### src/design/rbs_pkg.sv
// ---------------------------------------------------------------------------
// rbs_pkg
// Shared widths, constants and control/status types of the request block
// splitter.
// ---------------------------------------------------------------------------
package rbs_pkg;

   // field widths
   localparam int TAG_W    = 32;
   localparam int ADDR_W   = 48;
   localparam int LEN_W    = 13;
   localparam int BLKNUM_W = 41;
   localparam int BOFF_W   = 16;
   localparam int ROFF_W   = 12;
   localparam int BSIZE_W  = 17;

   // block size limits and reset value
   localparam logic [BSIZE_W-1:0] BLOCK_RESET = 17'd4096;
   localparam logic [BSIZE_W-1:0] BLOCK_MIN   = 17'd128;
   localparam logic [BSIZE_W-1:0] BLOCK_MAX   = 17'd65536;

   // longest request, longer ones are saturated
   localparam logic [LEN_W-1:0] MAX_REQUEST_BYTES = 13'd4096;

   // the smallest block is 2**7, so the top 7 quotient bits are always zero
   localparam int DIV_PRESET_W = ADDR_W - BLKNUM_W;
   localparam int DIV_STEPS    = BLKNUM_W;
   localparam int DIV_CNT_W    = $clog2(DIV_STEPS);

   typedef struct packed {
      logic load;      // take the request and seed the divider
      logic div_step;  // one restoring division step
      logic emit;      // write the next piece into the result register
   } cmd_type;

   typedef struct packed {
      logic zero_length;  // request on the input carries no bytes
      logic out_free;     // result register empty or being taken
      logic piece_last;   // the piece about to be emitted is the final one
   } status_type;

endpackage

### src/design/rbs_ctrl.sv
// ---------------------------------------------------------------------------
// rbs_ctrl
// Sequencer: accepts a request, runs the divider, then walks the pieces.
// ---------------------------------------------------------------------------
module rbs_ctrl (
   input  logic               clock,
   input  logic               reset,
   input  logic               req_valid,
   output logic               req_stall,
   input  rbs_pkg::status_type status,
   output rbs_pkg::cmd_type    cmd
);
   import rbs_pkg::*;

   typedef enum logic [1:0] {
      ST_IDLE,
      ST_DIVIDE,
      ST_EMIT
   } state_type;

   state_type              state_ff, state_in;
   logic [DIV_CNT_W-1:0]   cnt_ff, cnt_in;

   always_comb begin
      state_in     = state_ff;
      cnt_in       = cnt_ff;
      cmd          = '0;
      case (state_ff)
         ST_IDLE: begin
            if (req_valid && !status.zero_length) begin
               cmd.load = 1'b1;
               cnt_in   = DIV_CNT_W'(DIV_STEPS - 1);
               state_in = ST_DIVIDE;
            end
         end
         ST_DIVIDE: begin
            cmd.div_step = 1'b1;
            if (cnt_ff == '0) begin
               state_in = ST_EMIT;
            end else begin
               cnt_in = cnt_ff - 1'b1;
            end
         end
         ST_EMIT: begin
            if (status.out_free) begin
               cmd.emit = 1'b1;
               if (status.piece_last) begin
                  state_in = ST_IDLE;
               end
            end
         end
         default: begin
            state_in = ST_IDLE;
         end
      endcase
   end

   assign req_stall = (state_ff != ST_IDLE);

   always_ff @(posedge clock) begin
      if (reset) begin
         state_ff <= ST_IDLE;
         cnt_ff   <= '0;
      end else begin
         state_ff <= state_in;
         cnt_ff   <= cnt_in;
      end
   end

endmodule

### src/design/rbs_datapath.sv
// ---------------------------------------------------------------------------
// rbs_datapath
// Block size register, bit-serial divider, piece walk and result register.
// ---------------------------------------------------------------------------
module rbs_datapath (
   input  logic                          clock,
   input  logic                          reset,
   input  logic                          csr_wr_en,
   input  logic [rbs_pkg::BSIZE_W-1:0]   csr_wr_data,
   input  logic [rbs_pkg::TAG_W-1:0]     req_tag,
   input  logic [rbs_pkg::ADDR_W-1:0]    req_byte_address,
   input  logic [rbs_pkg::LEN_W-1:0]     req_byte_length,
   output logic                          rsp_valid,
   input  logic                          rsp_stall,
   output logic [rbs_pkg::TAG_W-1:0]     rsp_piece_tag,
   output logic [rbs_pkg::BLKNUM_W-1:0]  rsp_block_number,
   output logic [rbs_pkg::BOFF_W-1:0]    rsp_offset_in_block,
   output logic [rbs_pkg::ROFF_W-1:0]    rsp_offset_in_request,
   output logic [rbs_pkg::LEN_W-1:0]     rsp_piece_bytes,
   output logic                          rsp_last_piece,
   input  rbs_pkg::cmd_type              cmd,
   output rbs_pkg::status_type           status
);
   import rbs_pkg::*;

   logic [BSIZE_W-1:0]  block_ff;
   logic [BSIZE_W-1:0]  block_eff;

   // walk state
   logic [TAG_W-1:0]    tag_ff;
   logic [LEN_W-1:0]    length_ff;
   logic [LEN_W-1:0]    done_ff;
   logic                first_ff;
   logic [BOFF_W-1:0]   rem_ff;     // divider remainder, then first offset
   logic [BLKNUM_W-1:0] quo_ff;     // dividend bits out, quotient bits in

   // result register
   logic                out_valid_ff;
   logic [TAG_W-1:0]    out_tag_ff;
   logic [BLKNUM_W-1:0] out_block_ff;
   logic [BOFF_W-1:0]   out_boff_ff;
   logic [ROFF_W-1:0]   out_roff_ff;
   logic [LEN_W-1:0]    out_bytes_ff;
   logic                out_last_ff;

   logic [BSIZE_W-1:0]  trial;
   logic                trial_ge;
   logic [LEN_W-1:0]    len_sat;
   logic [BOFF_W-1:0]   boff;
   logic [BSIZE_W-1:0]  room;       // bytes left in the current block
   logic [LEN_W-1:0]    remaining;
   logic                last;
   logic [LEN_W-1:0]    size;

   // out-of-range sizes clamp to the nearest legal one
   always_comb begin
      if (block_ff < BLOCK_MIN) begin
         block_eff = BLOCK_MIN;
      end else if (block_ff > BLOCK_MAX) begin
         block_eff = BLOCK_MAX;
      end else begin
         block_eff = block_ff;
      end
   end

   assign len_sat  = (req_byte_length > MAX_REQUEST_BYTES) ? MAX_REQUEST_BYTES
                                                           : req_byte_length;
   assign trial    = {rem_ff, quo_ff[BLKNUM_W-1]};
   assign trial_ge = (trial >= block_eff);

   assign boff      = first_ff ? rem_ff : '0;
   assign room      = block_eff - {1'b0, boff};
   assign remaining = length_ff - done_ff;
   assign last      = ({{(BSIZE_W-LEN_W){1'b0}}, remaining} <= room);
   assign size      = last ? remaining : room[LEN_W-1:0];

   assign status.zero_length = (req_byte_length == '0);
   assign status.out_free    = !out_valid_ff || !rsp_stall;
   assign status.piece_last  = last;

   always_ff @(posedge clock) begin
      if (reset) begin
         block_ff <= BLOCK_RESET;
      end else if (csr_wr_en) begin
         block_ff <= csr_wr_data;
      end
   end

   always_ff @(posedge clock) begin
      if (cmd.load) begin
         tag_ff    <= req_tag;
         length_ff <= len_sat;
         done_ff   <= '0;
         first_ff  <= 1'b1;
         rem_ff    <= {{(BOFF_W-DIV_PRESET_W){1'b0}},
                       req_byte_address[ADDR_W-1 -: DIV_PRESET_W]};
         quo_ff    <= req_byte_address[BLKNUM_W-1:0];
      end else if (cmd.div_step) begin
         rem_ff <= trial_ge ? BOFF_W'(trial - block_eff) : trial[BOFF_W-1:0];
         quo_ff <= {quo_ff[BLKNUM_W-2:0], trial_ge};
      end else if (cmd.emit) begin
         done_ff  <= done_ff + size;
         first_ff <= 1'b0;
         quo_ff   <= quo_ff + 1'b1;
      end
   end

   always_ff @(posedge clock) begin
      if (reset) begin
         out_valid_ff <= 1'b0;
      end else if (cmd.emit) begin
         out_valid_ff <= 1'b1;
      end else if (!rsp_stall) begin
         out_valid_ff <= 1'b0;
      end
   end

   always_ff @(posedge clock) begin
      if (cmd.emit) begin
         out_tag_ff   <= tag_ff;
         out_block_ff <= quo_ff;
         out_boff_ff  <= boff;
         out_roff_ff  <= done_ff[ROFF_W-1:0];
         out_bytes_ff <= size;
         out_last_ff  <= last;
      end
   end

   assign rsp_valid             = out_valid_ff;
   assign rsp_piece_tag         = out_tag_ff;
   assign rsp_block_number      = out_block_ff;
   assign rsp_offset_in_block   = out_boff_ff;
   assign rsp_offset_in_request = out_roff_ff;
   assign rsp_piece_bytes       = out_bytes_ff;
   assign rsp_last_piece        = out_last_ff;

endmodule

### src/design/request_block_splitter.sv
// ---------------------------------------------------------------------------
// request_block_splitter
// Cuts a memory request into one piece per block that it touches.
// ---------------------------------------------------------------------------
// Use:
//   Request beats (req_*) carry tag, byte address and byte length. Each beat
//   of non-zero length yields one result beat (rsp_*) per block touched, in
//   ascending block order, the final one marked by rsp_last_piece. A beat of
//   zero length is taken and yields nothing. Lengths above 4096 are cut to
//   4096.
//   csr_wr_en/csr_wr_data set the block size (any value, clamped to
//   128..65536); write it only while no request is in progress.
// Timing:
//   A bit-serial restoring divider finds block number and offset, one
//   quotient bit a cycle. The first piece is registered when the division
//   ends, then one piece a cycle while the result side takes them. A new
//   request is not taken until the final piece of the current one is
//   registered, but it is taken while that final piece still waits in the
//   result register.
// Reset:
//   Synchronous: the sequencer returns to idle, the result register empties
//   and the block size returns to 4096.
// Stall:
//   rsp_stall holds the current piece in the result register and pauses the
//   walk; the input stays stalled until the final piece is registered.
// ---------------------------------------------------------------------------
module request_block_splitter (
   input  logic                          clock,
   input  logic                          reset,
   input  logic                          csr_wr_en,
   input  logic [rbs_pkg::BSIZE_W-1:0]   csr_wr_data,
   input  logic                          req_valid,
   output logic                          req_stall,
   input  logic [rbs_pkg::TAG_W-1:0]     req_tag,
   input  logic [rbs_pkg::ADDR_W-1:0]    req_byte_address,
   input  logic [rbs_pkg::LEN_W-1:0]     req_byte_length,
   output logic                          rsp_valid,
   input  logic                          rsp_stall,
   output logic [rbs_pkg::TAG_W-1:0]     rsp_piece_tag,
   output logic [rbs_pkg::BLKNUM_W-1:0]  rsp_block_number,
   output logic [rbs_pkg::BOFF_W-1:0]    rsp_offset_in_block,
   output logic [rbs_pkg::ROFF_W-1:0]    rsp_offset_in_request,
   output logic [rbs_pkg::LEN_W-1:0]     rsp_piece_bytes,
   output logic                          rsp_last_piece
);
   import rbs_pkg::*;

   cmd_type    cmd;
   status_type status;

   // sequencer: idle, divide, emit
   rbs_ctrl u_ctrl (
      .clock     (clock),
      .reset     (reset),
      .req_valid (req_valid),
      .req_stall (req_stall),
      .status    (status),
      .cmd       (cmd)
   );

   // divider, piece arithmetic and result register
   rbs_datapath u_datapath (
      .clock                 (clock),
      .reset                 (reset),
      .csr_wr_en             (csr_wr_en),
      .csr_wr_data           (csr_wr_data),
      .req_tag               (req_tag),
      .req_byte_address      (req_byte_address),
      .req_byte_length       (req_byte_length),
      .rsp_valid             (rsp_valid),
      .rsp_stall             (rsp_stall),
      .rsp_piece_tag         (rsp_piece_tag),
      .rsp_block_number      (rsp_block_number),
      .rsp_offset_in_block   (rsp_offset_in_block),
      .rsp_offset_in_request (rsp_offset_in_request),
      .rsp_piece_bytes       (rsp_piece_bytes),
      .rsp_last_piece        (rsp_last_piece),
      .cmd                   (cmd),
      .status                (status)
   );

endmodule

### config.mk
export PLATFORM = sky130hd
export DESIGN_NAME = request_block_splitter
export DESIGN_NICKNAME = d
export VERILOG_FILES = /design/src/design/rbs_pkg.sv /design/src/design/rbs_ctrl.sv /design/src/design/rbs_datapath.sv /design/src/design/request_block_splitter.sv
export SDC_FILE = /design/constraint.sdc
export NUM_CORES = 1
export LEC_CHECK = 0
export BUFFER_PORTS_ARGS = -buffer_cell sky130_fd_sc_hd__buf_2
export CAP_MARGIN = 20
export CORE_MARGIN = 8
export CORE_UTILIZATION = 51
export DETAILED_ROUTE_END_ITERATION = 10
export PLACE_DENSITY = 0.79
export SYNTH_ARGS = -nofsm -noshare
export SYNTH_HDL_FRONTEND = slang
export SYNTH_SLANG_ARGS = --single-unit
### constraint.sdc
create_clock -name clock -period 6.24 [get_ports clock]
set_input_delay 0.624 -clock clock [delete_from_list [all_inputs] [get_ports clock]]
set_output_delay 0.624 -clock clock [all_outputs]
set_load 0.01 [all_outputs]
==> impl_metrics.json <==
{
  "status": "complete, but fails checks",
  "violations": "setup timing",
  "worst_path_max_delay_cell": "fa_2",
  "synthFlopType": "edfxtp_1",
  "clk_path_buf_depth": 3,
  "antenna_found_initial": 0,
  "cts_hold_buf": 0,
  "cts.sinks": 257,
  "cp-end-kind": "flop",
  "insertion_delay_ns": 0.54,
  "io_pins": 232,
  "syn-num-nets": 1367,
  "htreeDepth": 1,
  "drc": 0,
  "drive_gt1_share_pct": 30.3,
  "start_util_pct": 51.9,
  "max_slew_margin_pct": 32.6,
  "setup_tns_ns": -1.26,
  "crit_path_start_kind": "flop",
  "final_cells": 1857,
  "path_class": "flop to flop",
  "hold_class": "input port to flop",
  "vias_per_cell": 5.59,
  "port_buffers": 231,
  "ys_types": 70,
  "synthToLayoutAreaGrowth_pct": 27.2,
  "wl_um": 34100,
  "yosysWarnings": 0,
  "ys_seq_area_share_pct": 55.5,
  "dp_hpwl_um": 24300,
  "grt_pass1_vias": 10178,
  "pwr-share-seq_pct": 34.2,
  "grt_pass1_wl_um": 52900,
  "p_leak_nw": 6.91,
  "synth_edf_count": 208,
  "numCtsBuffers": 27,
  "routed-via-count": 10377,
  "ir_drop_uv": 284,
  "fin_area_mm2": 0.0166,
  "hold_slack_ns": 0.256,
  "p_per_area_mw_per_mm2": 442,
  "rows": 58,
  "gp_congestion": 0.873,
  "fin_worst_skew_ns": 0.0188,
  "slew_viol_final": 0,
  "min_period_ns": 6.73,
  "place_inst": 1785,
  "total_power_mw": 7.33,
  "drtPass1Iterations": 5,
  "async_reset_ff_share_pct": 0,
  "worst_ep_arrival_time_ns": 7.19,
  "wl_per_cell_um": 18.4,
  "syn_inst": 1175,
  "clockPowerShare_pct": 23.2,
  "place_ws_ns": -0.428,
  "fin_util_pct": 66.0,
  "path_max_fanout": 6,
  "n_antenna_cell": 0,
  "drtIter0Drc": 734,
  "combPwrFrac_pct": 42.7,
  "period_share_pct": 108,
  "overflow": 0,
  "tritoncts": "done",
  "die_y_um": 176,
  "p_sw_share_pct": 35.5,
  "synth.avg_cell_area_um2": 11.1,
  "core_mm2": 0.0251,
  "required_ns": 6.70,
  "grt_max_degree": 76,
  "nets": 1699,
  "rsz0062_at_grt": "true",
  "die-area_mm2": 0.0309,
  "slowest_delay_ns": 0.36,
  "ant_nets": 0,
  "cts.clk_slew.worst_paths_ns": 0.07,
  "drv_cap": 0,
  "final_hold_viol_count": 0,
  "netlist_area_mm2": 0.0130,
  "finalSetupViolations": 5,
  "cts-root-buf": "clkbuf_16",
  "fin_ws_ns": -0.488,
  "grt.total_usage_pct": 21.0,
  "worst_pin_slew_ns": 1.01,
  "switching_power_mw": 2.60,
  "synth_seq_cells": 257,
  "place_area_mm2": 0.0152,
  "internal_power_mw": 4.73,
  "chipWidth_um": 176,
  "max_freq_mhz": 149
}
what timing repair did:
item,4_1_cts,5_1_grt
gates resized for setup,29,28
setup endpoints to repair,6,8
pin swaps,25,33
setup buffers,12,14
cell type report:
class / count / area, um2
repair buffers: 342 / 2000
well taps: 330 / 413
clock inverters: 15 / 215
inverters: 73 / 279
multi-input cells: 806 / 5700
fillers: 1998 / 8540
flip-flops and latches: 257 / 7230
clock buffers: 34 / 732
critical path: cells and delay by family (launching register included):
family	cells	cell delay (ns)
adder cells (fa/ha/maj)	5	1.39
flip-flops	1	0.34
multiplexers	2	0.60
AND/OR/NAND/NOR	13	2.23
buffers and inverters	1	0.04
XOR/XNOR	1	0.15
AO/OA/AOI/OAI	11	1.89
metal layers:
layer / vias to the layer above / share of wire, % / track usage, %
li1: 4977 / - / -
met1: 4929 / 43 / 27.3
met2: 389 / 47 / 34.6
met3: 82 / 6.4 / 3.31
met4: 0 / 3.6 / 8.19
met5: - / 0 / 0
synthesized netlist by cell type, drive strengths merged, types with 32 or more instances:
cell,n,area (um2)
ha,73,913
xnor2,33,289
nand3,32,160
nand2,106,398
mux2i,32,320
xor2,34,298
o21ai,72,360
dfxtp,49,981
a21oi,83,423
edfxtp,208,6250
inv,73,274
nor2,84,315
path summary, 6_finish.rpt:
kind,from,to,slack [ns],cells after the start
hold / removal,req_tag[4],u_datapath.tag_ff[4],0.26,1
setup reg to reg,u_datapath.block_ff[10],u_datapath.done_ff[12],-0.49,33
setup / recovery,u_datapath.block_ff[10],u_datapath.done_ff[12],-0.49,33
hold reg to reg,u_datapath.tag_ff[19],u_datapath.rsp_piece_tag[19],0.42,0
kinds of logic (layout without fill, tap and decap cells):
family	after synthesis	count (layout)	share of synthesized area, %
simple gates	354	354	13.3
buf+inv	112	464	3.35
compound gates	275	275	13.2
mux	33	33	2.57
fa+ha+maj	77	77	7.63
xor+xnor	67	67	4.50
flops	257	257	55.5
state kept, by name, summed over array words and instances (netlist names), 12 cells and up:
signal                            flops
u_datapath.rsp_offset_in_block       16
u_datapath.rsp_piece_bytes           13
u_datapath.rsp_piece_tag             32
u_datapath.block_ff                  17
u_datapath.rsp_block_number          41
u_datapath.tag_ff                    32
u_datapath.rsp_offset_in_request     12
u_datapath.rem_ff                    16
u_datapath.done_ff                   13
u_datapath.quo_ff                    41
u_datapath.length_ff                 13
power groups by stage:
stage	clock [mW]	combinational, mW	sequential [mW]
floorplan	0	1.96	2.48
global placement	0	2.78	2.51
detailed placement	0	2.86	2.52
global route	1.79	3.46	2.53
finish	1.70	3.13	2.50
CTS	1.74	2.97	2.49
placed cells by master, fill, tap and decap left out, types with 6 or more instances in the layout:
cell type,netlist,layout
a211oi_1,6,6
a21o_1,16,16
a21oi_1,81,74
a21oi_2,2,8
a22oi_1,18,18
a31oi_1,9,9
and3_1,9,9
buf_2,4,231
buf_4,1,107
clkbuf_16,0,27
dfxtp_1,49,47
edfxtp_1,208,208
ha_1,73,66
ha_4,0,6
inv_1,72,66
mux2i_1,32,31
nand2_1,106,100
nand2b_1,10,10
nand3_1,32,29
nand4_1,12,12
nor2_1,84,82
nor2b_1,31,26
nor3_1,29,27
nor4_1,11,8
o21a_1,13,12
o21ai_0,70,62
o22ai_1,8,8
xnor2_1,33,31
xor2_1,34,33
(Power assumes the default switching activity.)
